### src/rtl/watchdog_window_chooser_defines.svh
// assertion macros for the watchdog window chooser
// no dependencies; included by the top level, the only module that carries checks
`ifndef WATCHDOG_WINDOW_CHOOSER_DEFINES_SVH
`define WATCHDOG_WINDOW_CHOOSER_DEFINES_SVH

`ifndef SYNTH
// check on rising i_clk, switched off while dis_expr holds
`define WWC_ASSERT_DIS(label, dis_expr, prop) \
    label: assert property (@(posedge i_clk) disable iff (dis_expr) prop) \
        else $error("wwc check failed");
// check on rising i_clk, switched off during reset
`define WWC_ASSERT(label, prop) \
    `WWC_ASSERT_DIS(label, !i_rst_n, prop)
`else
`define WWC_ASSERT_DIS(label, dis_expr, prop)
`define WWC_ASSERT(label, prop)
`endif

`endif

### src/rtl/wwc_pkg.sv
// shared types, constants and tables of the watchdog window chooser
// no dependencies; used by every module of the block
package wwc_pkg;

    localparam int MS_W    = 32;
    localparam int CLK_W   = 32;
    localparam int REQ_W   = 42;   // ms * 1000 fits here
    localparam int NUM_W   = 49;   // 1e6 << 29 fits here
    localparam int CNT_W   = 6;    // holds NUM_W
    localparam int SLACK_W = 50;   // full slack before saturation
    localparam int OUT_SLACK_W = 43;
    localparam int ADDR_W  = 2;
    localparam int DATA_W  = 32;

    localparam logic [ADDR_W-1:0] ADDR_CLOCK_HZ = 2'd0;
    localparam logic [CLK_W-1:0]  CLOCK_HZ_RESET = 32'd50000000;
    localparam logic [NUM_W-1:0]  USEC_PER_S = 49'd1000000;
    localparam logic [9:0]        USEC_PER_MS = 10'd1000;
    localparam logic [3:0]        RANGE_LAST = 4'd9;

    localparam logic [1:0] STATUS_OK      = 2'd0;
    localparam logic [1:0] STATUS_INVALID = 2'd1;
    localparam logic [1:0] STATUS_NOFIT   = 2'd2;

    typedef struct packed {
        logic [MS_W-1:0] window_min_ms;
        logic [MS_W-1:0] window_max_ms;
    } t_req;

    typedef struct packed {
        logic [1:0]             status;
        logic [1:0]             period_index;
        logic [2:0]             divider_index;
        logic [3:0]             range_index;
        logic [OUT_SLACK_W-1:0] slack_us;
    } t_resp;

    // program steps of the sequencer
    typedef enum logic [2:0] {
        ST_WAIT, ST_CHECK, ST_DIV_GO, ST_DIV_WAIT,
        ST_EVAL, ST_NEXT, ST_FINISH, ST_RETURN
    } t_step;

    typedef enum logic [2:0] {
        OP_NONE, OP_LOAD, OP_DIV_GO, OP_EVAL, OP_NEXT, OP_FINISH
    } t_op;

    typedef enum logic [2:0] {
        C_NEVER, C_ALWAYS, C_NO_REQ, C_BAD, C_DIV_BUSY,
        C_K_MORE, C_PAIR_MORE, C_OUT_FULL
    } t_cond;

    typedef struct packed {
        t_op   op;
        t_cond cond;
        t_step target;
    } t_uword;

    typedef struct packed {
        logic load;
        logic div_go;
        logic eval;
        logic next_pair;
    } t_dp_ctl;

    typedef struct packed {
        logic bad;
        logic div_busy;
        logic k_last;
        logic pair_last;
    } t_dp_stat;

    // log2 of count period plus log2 of divider
    function automatic logic [4:0] pair_shift(input logic [1:0] pi, input logic [2:0] di);
        logic [4:0] ps;
        logic [4:0] ds;
        case (pi)
            2'd0:    ps = 5'd8;
            2'd1:    ps = 5'd12;
            2'd2:    ps = 5'd14;
            default: ps = 5'd16;
        endcase
        case (di)
            3'd0:    ds = 5'd2;
            3'd1:    ds = 5'd6;
            3'd2:    ds = 5'd7;
            3'd3:    ds = 5'd8;
            3'd4:    ds = 5'd9;
            3'd5:    ds = 5'd10;
            3'd6:    ds = 5'd11;
            default: ds = 5'd13;
        endcase
        return ps + ds;
    endfunction

    // range bounds in quarters: 25 percent steps
    function automatic logic [2:0] range_lo_q(input logic [3:0] k);
        case (k)
            4'd4, 4'd5, 4'd6: return 3'd1;
            4'd7, 4'd8:       return 3'd2;
            4'd9:             return 3'd3;
            default:          return 3'd0;
        endcase
    endfunction

    function automatic logic [2:0] range_hi_q(input logic [3:0] k);
        case (k)
            4'd0:             return 3'd1;
            4'd1, 4'd4:       return 3'd2;
            4'd2, 4'd5, 4'd7: return 3'd3;
            default:          return 3'd4;
        endcase
    endfunction

    // floor(t * q / 4)
    function automatic logic [NUM_W-1:0] quarters(input logic [NUM_W-1:0] t,
                                                  input logic [2:0] q);
        logic [NUM_W+1:0] te;
        logic [NUM_W+1:0] prod;
        te = {2'b00, t};
        case (q)
            3'd1:    prod = te;
            3'd2:    prod = te << 1;
            3'd3:    prod = te + (te << 1);
            3'd4:    prod = te << 2;
            default: prod = '0;
        endcase
        return prod[NUM_W+1:2];
    endfunction

endpackage

### src/rtl/wwc_ucode_rom.sv
// control store of the window search program
// depends on wwc_pkg for step, op and condition codes
module wwc_ucode_rom (
    input  wwc_pkg::t_step  i_pc,
    output wwc_pkg::t_uword o_uword
);

    always_comb begin
        unique case (i_pc)
            wwc_pkg::ST_WAIT:     o_uword = '{wwc_pkg::OP_LOAD,   wwc_pkg::C_NO_REQ,
                                              wwc_pkg::ST_WAIT};
            wwc_pkg::ST_CHECK:    o_uword = '{wwc_pkg::OP_NONE,   wwc_pkg::C_BAD,
                                              wwc_pkg::ST_FINISH};
            wwc_pkg::ST_DIV_GO:   o_uword = '{wwc_pkg::OP_DIV_GO, wwc_pkg::C_NEVER,
                                              wwc_pkg::ST_WAIT};
            wwc_pkg::ST_DIV_WAIT: o_uword = '{wwc_pkg::OP_NONE,   wwc_pkg::C_DIV_BUSY,
                                              wwc_pkg::ST_DIV_WAIT};
            wwc_pkg::ST_EVAL:     o_uword = '{wwc_pkg::OP_EVAL,   wwc_pkg::C_K_MORE,
                                              wwc_pkg::ST_EVAL};
            wwc_pkg::ST_NEXT:     o_uword = '{wwc_pkg::OP_NEXT,   wwc_pkg::C_PAIR_MORE,
                                              wwc_pkg::ST_DIV_GO};
            wwc_pkg::ST_FINISH:   o_uword = '{wwc_pkg::OP_FINISH, wwc_pkg::C_OUT_FULL,
                                              wwc_pkg::ST_FINISH};
            wwc_pkg::ST_RETURN:   o_uword = '{wwc_pkg::OP_NONE,   wwc_pkg::C_ALWAYS,
                                              wwc_pkg::ST_WAIT};
            default:              o_uword = '{wwc_pkg::OP_NONE,   wwc_pkg::C_ALWAYS,
                                              wwc_pkg::ST_WAIT};
        endcase
    end

endmodule

### src/rtl/wwc_divider.sv
// restoring divider, one quotient bit per cycle
// depends on wwc_pkg for widths
module wwc_divider (
    input  logic                          i_clk,
    input  logic                          i_rst_n,
    input  logic                          i_start,
    input  logic [wwc_pkg::NUM_W-1:0]     i_num,
    input  logic [wwc_pkg::CLK_W-1:0]     i_den,
    output logic                          o_busy,
    output logic [wwc_pkg::NUM_W-1:0]     o_quot
);

    logic                        r_busy, n_busy;
    logic [wwc_pkg::CNT_W-1:0]   r_cnt, n_cnt;
    logic [wwc_pkg::NUM_W-1:0]   r_quo, n_quo;
    logic [wwc_pkg::CLK_W-1:0]   r_rem, n_rem;
    logic [wwc_pkg::CLK_W-1:0]   r_den, n_den;
    logic [wwc_pkg::CLK_W:0]     w_trial;
    logic                        w_ge;

    assign w_trial = {r_rem, r_quo[wwc_pkg::NUM_W-1]};
    assign w_ge    = w_trial >= {1'b0, r_den};

    always_comb begin
        n_busy = r_busy;
        n_cnt  = r_cnt;
        n_quo  = r_quo;
        n_rem  = r_rem;
        n_den  = r_den;
        if (i_start) begin
            n_busy = 1'b1;
            n_cnt  = wwc_pkg::CNT_W'(wwc_pkg::NUM_W);
            n_quo  = i_num;
            n_rem  = '0;
            n_den  = i_den;
        end else if (r_busy) begin
            n_quo  = {r_quo[wwc_pkg::NUM_W-2:0], w_ge};
            n_rem  = w_ge ? wwc_pkg::CLK_W'(w_trial - {1'b0, r_den})
                          : w_trial[wwc_pkg::CLK_W-1:0];
            n_cnt  = r_cnt - 1'b1;
            n_busy = r_cnt != wwc_pkg::CNT_W'(1);
        end
    end

    always_ff @(posedge i_clk) begin
        if (!i_rst_n) begin
            r_busy <= 1'b0;
            r_cnt  <= '0;
        end else begin
            r_busy <= n_busy;
            r_cnt  <= n_cnt;
        end
        r_quo <= n_quo;
        r_rem <= n_rem;
        r_den <= n_den;
    end

    assign o_busy = r_busy;
    assign o_quot = r_quo;

endmodule

### src/rtl/wwc_datapath.sv
// search datapath: request registers, loop indices, window test, best keeper
// depends on wwc_pkg and wwc_divider
module wwc_datapath (
    input  logic                       i_clk,
    input  logic                       i_rst_n,
    input  wwc_pkg::t_dp_ctl           i_ctl,
    input  wwc_pkg::t_req              i_req,
    input  logic [wwc_pkg::CLK_W-1:0]  i_den,
    output wwc_pkg::t_dp_stat          o_stat,
    output wwc_pkg::t_resp             o_resp
);

    logic [wwc_pkg::REQ_W-1:0]   r_req_min, r_req_max;
    logic                        r_bad;
    logic [3:0]                  r_k;
    logic [4:0]                  r_pair;
    logic                        r_found;
    logic [wwc_pkg::SLACK_W-1:0] r_best;
    logic [4:0]                  r_best_pair;
    logic [3:0]                  r_best_k;

    logic                        w_div_busy;
    logic [wwc_pkg::NUM_W-1:0]   w_quot;
    logic [wwc_pkg::NUM_W-1:0]   w_num;
    logic [wwc_pkg::NUM_W-1:0]   w_amin, w_amax, w_rmin, w_rmax;
    logic [wwc_pkg::SLACK_W-1:0] w_slack;
    logic                        w_cover, w_better;

    assign w_num = wwc_pkg::USEC_PER_S << wwc_pkg::pair_shift(r_pair[4:3], r_pair[2:0]);

    wwc_divider u_div (
        .i_clk   (i_clk),
        .i_rst_n (i_rst_n),
        .i_start (i_ctl.div_go),
        .i_num   (w_num),
        .i_den   (i_den),
        .o_busy  (w_div_busy),
        .o_quot  (w_quot)
    );

    // window of the current range entry against the request
    assign w_amin   = wwc_pkg::quarters(w_quot, wwc_pkg::range_lo_q(r_k));
    assign w_amax   = wwc_pkg::quarters(w_quot, wwc_pkg::range_hi_q(r_k));
    assign w_rmin   = wwc_pkg::NUM_W'(r_req_min);
    assign w_rmax   = wwc_pkg::NUM_W'(r_req_max);
    assign w_cover  = (w_amin <= w_rmin) && (w_amax >= w_rmax);
    assign w_slack  = wwc_pkg::SLACK_W'(w_rmin - w_amin) + wwc_pkg::SLACK_W'(w_amax - w_rmax);
    assign w_better = w_cover && (!r_found || (w_slack < r_best));

    always_ff @(posedge i_clk) begin
        if (!i_rst_n) begin
            r_k     <= '0;
            r_pair  <= '0;
            r_found <= 1'b0;
        end else if (i_ctl.load) begin
            r_k     <= '0;
            r_pair  <= '0;
            r_found <= 1'b0;
        end else begin
            if (i_ctl.eval) begin
                r_k <= (r_k == wwc_pkg::RANGE_LAST) ? 4'd0 : r_k + 4'd1;
                if (w_better) begin
                    r_found <= 1'b1;
                end
            end
            if (i_ctl.next_pair) begin
                r_pair <= r_pair + 5'd1;
            end
        end
    end

    always_ff @(posedge i_clk) begin
        if (i_ctl.load) begin
            r_req_min <= wwc_pkg::REQ_W'(i_req.window_min_ms) *
                         wwc_pkg::REQ_W'(wwc_pkg::USEC_PER_MS);
            r_req_max <= wwc_pkg::REQ_W'(i_req.window_max_ms) *
                         wwc_pkg::REQ_W'(wwc_pkg::USEC_PER_MS);
            r_bad     <= (i_req.window_max_ms == '0) ||
                         (i_req.window_min_ms > i_req.window_max_ms);
        end
        if (i_ctl.eval && w_better) begin
            r_best      <= w_slack;
            r_best_pair <= r_pair;
            r_best_k    <= r_k;
        end
    end

    assign o_stat.bad       = r_bad;
    assign o_stat.div_busy  = w_div_busy;
    assign o_stat.k_last    = r_k == wwc_pkg::RANGE_LAST;
    assign o_stat.pair_last = &r_pair;

    always_comb begin
        o_resp = '0;
        if (r_bad) begin
            o_resp.status = wwc_pkg::STATUS_INVALID;
        end else if (!r_found) begin
            o_resp.status = wwc_pkg::STATUS_NOFIT;
        end else begin
            o_resp.status        = wwc_pkg::STATUS_OK;
            o_resp.period_index  = r_best_pair[4:3];
            o_resp.divider_index = r_best_pair[2:0];
            o_resp.range_index   = r_best_k;
            o_resp.slack_us      = (|r_best[wwc_pkg::SLACK_W-1:wwc_pkg::OUT_SLACK_W])
                                   ? '1 : r_best[wwc_pkg::OUT_SLACK_W-1:0];
        end
    end

endmodule

### src/rtl/watchdog_window_chooser.sv
// watchdog window chooser top level: sequencer, clock register, result register
// depends on wwc_pkg, wwc_ucode_rom, wwc_datapath and the assertion macro header
//
// usage:
// - request channel (i_in_valid / o_in_stall / i_in_req) carries the wanted
//   refresh window in ms; result channel (o_out_valid / i_out_stall /
//   o_out_resp) returns status, chosen period/divider/range indices and slack
// - clock_hz is written over the apb-style port at address 0 by the user, only
//   while idle; the block does not enforce this; a value of zero is used as one
// - a short microcode program steps through all 32 period/divider pairs;
//   for each pair the shared divider forms the period in us (one quotient
//   bit per cycle), then each of the 10 range entries is tested
// - a valid request runs through the check step, the divider and range loop for
//   each pair, and the finish step into the result register; an invalid window
//   goes from the check step straight to the finish step
// - a new request is taken only once the program has returned to the wait step;
//   the last result may still sit in the result register when the next one is taken
// - a stalled result holds the program at its finish step until the result
//   register frees up
// - reset clears the sequencer, result valid and sets clock_hz to 50 MHz
`include "watchdog_window_chooser_defines.svh"

module watchdog_window_chooser (
    input  logic                          i_clk,
    input  logic                          i_rst_n,
    // request channel
    input  logic                          i_in_valid,
    output logic                          o_in_stall,
    input  wwc_pkg::t_req                 i_in_req,
    // result channel
    output logic                          o_out_valid,
    input  logic                          i_out_stall,
    output wwc_pkg::t_resp                o_out_resp,
    // configuration port
    input  logic                          psel,
    input  logic                          penable,
    input  logic                          pwrite,
    input  logic [wwc_pkg::ADDR_W-1:0]    paddr,
    input  logic [wwc_pkg::DATA_W-1:0]    pwdata,
    output logic [wwc_pkg::DATA_W-1:0]    prdata,
    output logic                          pready
);

    wwc_pkg::t_step     r_pc, n_pc;
    wwc_pkg::t_uword    w_uw;
    wwc_pkg::t_dp_ctl   w_ctl;
    wwc_pkg::t_dp_stat  w_stat;
    wwc_pkg::t_resp     w_resp;
    logic [wwc_pkg::CLK_W-1:0] r_clock_hz;
    logic [wwc_pkg::CLK_W-1:0] w_den;
    logic               r_out_valid;
    wwc_pkg::t_resp     r_out_resp;
    logic               w_out_full;
    logic               w_take;
    logic               w_accept;
    logic               w_finish;

    // clock rate register
    assign pready = 1'b1;
    assign prdata = (paddr == wwc_pkg::ADDR_CLOCK_HZ) ? r_clock_hz : '0;

    always_ff @(posedge i_clk) begin
        if (!i_rst_n) begin
            r_clock_hz <= wwc_pkg::CLOCK_HZ_RESET;
        end else if (psel && penable && pwrite && paddr == wwc_pkg::ADDR_CLOCK_HZ) begin
            r_clock_hz <= pwdata;
        end
    end

    // zero clock acts as a divisor of one
    assign w_den = (r_clock_hz == '0) ? wwc_pkg::CLK_W'(1) : r_clock_hz;

    // control store
    wwc_ucode_rom u_rom (
        .i_pc    (r_pc),
        .o_uword (w_uw)
    );

    // result register is full when it holds a result nobody takes this cycle
    assign w_out_full = r_out_valid && i_out_stall;

    // next step: jump on the word's condition, else fall through
    always_comb begin
        unique case (w_uw.cond)
            wwc_pkg::C_NEVER:     w_take = 1'b0;
            wwc_pkg::C_ALWAYS:    w_take = 1'b1;
            wwc_pkg::C_NO_REQ:    w_take = !i_in_valid;
            wwc_pkg::C_BAD:       w_take = w_stat.bad;
            wwc_pkg::C_DIV_BUSY:  w_take = w_stat.div_busy;
            wwc_pkg::C_K_MORE:    w_take = !w_stat.k_last;
            wwc_pkg::C_PAIR_MORE: w_take = !w_stat.pair_last;
            wwc_pkg::C_OUT_FULL:  w_take = w_out_full;
            default:              w_take = 1'b1;
        endcase
        n_pc = w_take ? w_uw.target : wwc_pkg::t_step'(r_pc + 3'd1);
    end

    // control word decode into datapath strobes
    always_comb begin
        w_ctl      = '0;
        w_accept   = 1'b0;
        w_finish   = 1'b0;
        o_in_stall = 1'b1;
        unique case (w_uw.op)
            wwc_pkg::OP_NONE:   ;
            wwc_pkg::OP_LOAD: begin
                o_in_stall = 1'b0;
                w_accept   = i_in_valid;
                w_ctl.load = i_in_valid;
            end
            wwc_pkg::OP_DIV_GO: w_ctl.div_go    = 1'b1;
            wwc_pkg::OP_EVAL:   w_ctl.eval      = 1'b1;
            wwc_pkg::OP_NEXT:   w_ctl.next_pair = 1'b1;
            wwc_pkg::OP_FINISH: w_finish        = !w_out_full;
            default:            ;
        endcase
    end

    always_ff @(posedge i_clk) begin
        if (!i_rst_n) begin
            r_pc <= wwc_pkg::ST_WAIT;
        end else begin
            r_pc <= n_pc;
        end
    end

    wwc_datapath u_dp (
        .i_clk   (i_clk),
        .i_rst_n (i_rst_n),
        .i_ctl   (w_ctl),
        .i_req   (i_in_req),
        .i_den   (w_den),
        .o_stat  (w_stat),
        .o_resp  (w_resp)
    );

    // result register, parts the search from the receiver
    always_ff @(posedge i_clk) begin
        if (!i_rst_n) begin
            r_out_valid <= 1'b0;
        end else if (w_finish) begin
            r_out_valid <= 1'b1;
        end else if (!i_out_stall) begin
            r_out_valid <= 1'b0;
        end
    end

    always_ff @(posedge i_clk) begin
        if (w_finish) begin
            r_out_resp <= w_resp;
        end
    end

    assign o_out_valid = r_out_valid;
    assign o_out_resp  = r_out_resp;

    // an accepted request always moves on to the window check
    `WWC_ASSERT(a_accept_to_check, w_accept |=> (r_pc == wwc_pkg::ST_CHECK))
    // a delivered result carries a known status and range entry
    `WWC_ASSERT(a_resp_codes, o_out_valid |->
        ((o_out_resp.range_index <= wwc_pkg::RANGE_LAST) &&
         (o_out_resp.status == wwc_pkg::STATUS_OK ||
          o_out_resp.status == wwc_pkg::STATUS_INVALID ||
          o_out_resp.status == wwc_pkg::STATUS_NOFIT)))
    // range entries are only tested on a settled quotient
    `WWC_ASSERT(a_eval_after_div, (r_pc == wwc_pkg::ST_EVAL) |-> !w_stat.div_busy)

endmodule
### config.mk
export PLATFORM = sky130hd
export DESIGN_NAME = watchdog_window_chooser
export DESIGN_NICKNAME = d
export VERILOG_FILES = /design/src/rtl/wwc_pkg.sv /design/src/rtl/wwc_ucode_rom.sv /design/src/rtl/wwc_divider.sv /design/src/rtl/wwc_datapath.sv /design/src/rtl/watchdog_window_chooser.sv
export VERILOG_INCLUDE_DIRS = /design/src /design/src/rtl
export SDC_FILE = /design/constraint.sdc
export NUM_CORES = 2
export LEC_CHECK = 0
export ABC_AREA = 1
export BUFFER_PORTS_ARGS = -buffer_cell sky130_fd_sc_hd__buf_4
export CAP_MARGIN = 0
export CORE_MARGIN = 8
export CORE_UTILIZATION = 45
export DETAILED_ROUTE_END_ITERATION = 6
export PLACE_DENSITY = 0.75
export SYNTH_ARGS = -nofsm -noshare
export SYNTH_HDL_FRONTEND = slang
export SYNTH_SLANG_ARGS = --single-unit
### constraint.sdc
create_clock -name i_clk -period 7.6 [get_ports i_clk]
set_input_delay 0.38 -clock i_clk [delete_from_list [all_inputs] [get_ports i_clk]]
set_output_delay 0.38 -clock i_clk [all_outputs]
set_load 0.01 [all_outputs]
==> run_results.csv <==
group,metric,value,unit
route,firstDrtPassIters,7,
yosys,synth_xor_area_frac,0.03968,
yosys,synth-main-ff-cell,"edfxtp_1",
final_layout,stdcell_count,6633,
worst_setup_path,crit_top_cell,"nand2_1",
clock_tree,cts.htree.levels,2,
route,vias,36290,
route,initialDrtViolationCount,3447,
worst_setup_path,cp.arrival,7.67,ns
clock_tree,clk_pin_slew_worst_paths,0.06,ns
grt,grt_pass1_wl,200700,um
yosys,async_reset_ff_frac,0,
worst_setup_path,cp.required,7.89,ns
job,max_cap_viol_count,0,
yosys,synth-edff-count,273,
timing,maxSlewHeadroom,0.2889,
grt,gr-total-overflow,0,
timing,period_needed,7.380,ns
floorplanning,fp.dieW,315.6,um
grt,grt_pass1_vias,35300,
yosys,synth.area.top_cells,"edfxtp_1, ha_1, fa_1",
timing,fin_worst_skew,0.03981,ns
yosys,synth_top_family_by_area,"adder cells",
yosys,synthMuxAreaShare,0,
worst_setup_path,r2r-end,"u_dp.r_best[32]$_DFFE_PP_",
timing,drv_slew,0,
clock_tree,clk_latency,0.61,ns
clock_tree,cts_sinks,367,
yosys,synth.most_common_cell,"nand2_1",
yosys,ys_ff_latch,367,
worst_setup_path,r2r_slack,0.22,ns
worst_setup_path,path_class,"reg2reg",
route,drt-total-wl,133100,um
worst_setup_path,cp-start-kind,"flop",
timing,finalSetupTns,0,ns
yosys,ys_top_cells_by_count,"nand2_1, inv_1, ha_1",
worst_setup_path,r2r-start,"u_dp.u_div.o_quot[9]$_DFFE_PP_",
final_layout,nets,6357,
worst_setup_path,slowest_delay,0.60,ns
worst_setup_path,crit_path_end,"u_dp.r_best[32]$_DFFE_PP_",
timing,finalSetupViolCount,0,
final_layout,syn_to_final_growth,21.21,%
clock_tree,cts_made_buffers,42,
worst_setup_path,crit_path_end_kind,"flop",
grt,grt_usage,0.2569,
floorplanning,initial_core_util,0.4515,
place,hpwl,110800,um
yosys,synth_area,40390,sq um
outcome,outcome,"finished with violations",
route,drc,2,
worst_setup_path,path_max_fanout,8,
route,detail-route-antenna-nets,0,
outcome,violations,"design-rule violations",
yosys,seq_area_frac_synth,0.2496,
yosys,yosys.area_share.adder,0.3164,
timing,timing.fmax,0.1355,GHz
yosys,synth_top_area_share,0.2030,
floorplanning,fp.dieH,315.6,um
yosys,yosys.area_share.simple,0.1733,
floorplanning,num_io_pins,194,
final_layout,drive_above_1_share,0.1749,
place,io_buffers,192,
floorplanning,die_area,99590,sq um
route,via_per_inst,5.471,
clock_tree,root_buffer,"clkbuf_16",
timing,post-route-period-util,0.9710,
grt,grt_max_degree,74,
yosys,synth_compound_area_frac,0.1284,
clock_tree,cts_tree,"yes",
grt,antenna_found_initial,6,
clock_tree,clock_path_buffers,3,
timing,finalHoldViolations,0,
timing,worstMarginPinSlew,1.065,ns
yosys,synth_fp_nets,5878,
place,gp_congestion,1.032,
floorplanning,rows,110,
floorplanning,core-area,89460,sq um
worst_hold_path,hp-class,"in2reg",
yosys,ys_warn_count,0,
worst_setup_path,cpMaxStageDelayCell,"fa_1",
worst_setup_path,reg2reg_depth,43,
yosys,yosys.area.top_type,"edfxtp_1",
yosys,synth_cell_types,66,
yosys,synthCells,4943,
yosys,syn_avg_cell_area,8.171,sq um
route,post_drt_wl_per_cell,20.06,um
worst_setup_path,worstSetupStartpoint,"u_dp.u_div.o_quot[9]$_DFFE_PP_",
timing,rsz0062_at_grt,"yes",
place,place_inst,6468,
logic make-up after synthesis:
| kind of cell | count (synthesis) |
|---|---|
| fa+ha+maj | 830 |
| simple gates | 1692 |
| xor+xnor | 183 |
| buf+inv | 984 |
| other cells | 1 |
| compound gates | 886 |
| flops | 367 |
area by class of cell:
class	instances	area (sq um)
sequential	367	10080
inverter	876	3302
antenna	2	5.005
clock buffer	52	1130
clock inverter	25	295.3
fill	8189	40510
multi-input combinational	3592	28370
tap	1176	1471
timing repair buffer	543	4304
worst min-delay path by stage:
stage / start / to / slack, ns / cells after the start
6_report: pwdata[12] / r_clock_hz[12]$_SDFFE_PN1P_ / 0.03 / 3
5_1_grt: pwdata[14] / r_clock_hz[14]$_SDFFE_PN1P_ / 0.02 / 3
4_1_cts: pwdata[12] / r_clock_hz[12]$_SDFFE_PN1P_ / 0.0004 / 3
3_5_place_dp: r_clock_hz[26]$_SDFFE_PN0P_ / u_dp.u_div.r_den[26]$_SDFFCE_PN0P_ / 0.44 / 0
3_3_place_gp: r_clock_hz[1]$_SDFFE_PN0P_ / u_dp.u_div.r_den[1]$_SDFFCE_PN0P_ / 0.44 / 0
2_1_floorplan: u_dp.r_pair[3]$_SDFFE_PP0N_ / u_dp.r_best_pair[3]$_DFFE_PP_ / 0.44 / 0
timing repair:
item | CTS | global route
pin swaps | 15 | 126
hold buffers | 6 | 0
setup endpoints to repair | 59 | 60
hold endpoints to repair | 6 | 0
setup buffers | 5 | 69
resized for setup | 42 | 296
cloned | 1 | 5
sequential cells by signal, summed over array words and instances, names as in the netlist:
signal,flops
u_dp.r_best,50
o_out_resp,54
u_dp.u_div.r_cnt,6
r_clock_hz,32
u_dp.u_div.r_rem,32
u_rom.o_uword,9
u_dp.r_req_min,39
u_dp.u_div.o_busy,1
u_dp.r_bad,1
o_out_valid,1
u_dp.r_best_k,4
u_dp.r_req_max,39
u_dp.r_k,4
u_dp.r_pair,5
u_dp.u_div.r_den,32
u_dp.r_found,1
u_dp.u_div.o_quot,49
r_pc,3
u_dp.r_best_pair,5
placed cells by master (no fill, tap or decap), types with 9 or more instances in the layout:
cell       synthesis  layout
nand2_4            1      11
o22ai_1           39      39
nor2_2            11      31
o221ai_2           0      17
ha_4               0      46
ha_1             511     461
inv_1            863     849
nand2_1         1007     960
inv_2             10      22
o21ai_0          174     164
nor4_1            26      19
nor2_4             0      10
o21ai_1           14      18
buf_4              5     518
nand3_1          131     122
xor2_2             0      18
nand2_2           11      48
clkbuf_16          0      47
a21oi_2            8      38
a31oi_2            2      14
a21oi_1          413     376
nor2_1           357     327
or2_2             13      13
o21a_1            16      16
o21ai_2            9      14
o21bai_1          20      19
a21o_1            17      17
fa_1             319     312
o211ai_1          41      41
nor3_1            41      37
o221ai_1          52      35
dfxtp_1           94      94
a31oi_1           41      25
xnor2_1           76      68
nand3_2            2       9
edfxtp_1         273     273
nand4_1           72      72
xor2_1           107      86
metrics by stage:
stage / cell area (sq um) / hold slack (ns) / setup WS (ns) / utilization
floorplan: 40390 / 0.4367 / 0.09265 / -
global placement: 44970 / 0.4408 / -0.1448 / 0.5027
detailed placement: 44970 / 0.4418 / -0.1703 / 0.5027
CTS: 46760 / 0.0003942 / 0.01595 / 0.5227
global route: 48950 / 0.01846 / -0.1716 / 0.5472
finish: 48950 / 0.03253 / 0.2202 / 0.5472
critical path: cells and delay by family, from the launching register on:
| kind | cells | cell delay, ns |
|---|---|---|
| compound gates | 10 | 1.56 |
| fa+ha+maj | 5 | 2.04 |
| buf+inv | 8 | 0.98 |
| flops | 1 | 0.48 |
| xor+xnor | 2 | 0.36 |
| simple gates | 18 | 1.60 |
metal layers:
| layer | global-route usage | up-vias | wire length (um) |
|---|---|---|---|
| met1 | 0.3430 | 17330 | 57110 |
| met4 | 0.09548 | 2 | 5767 |
| met5 | 0 | - | 13 |
| met2 | 0.4213 | 1434 | 60920 |
| met3 | 0.03874 | 279 | 9242 |
| li1 | - | 17240 | - |
Power is not shown: default switching activity piles up to over one toggle a cycle in this logic, so the estimate is an artifact.
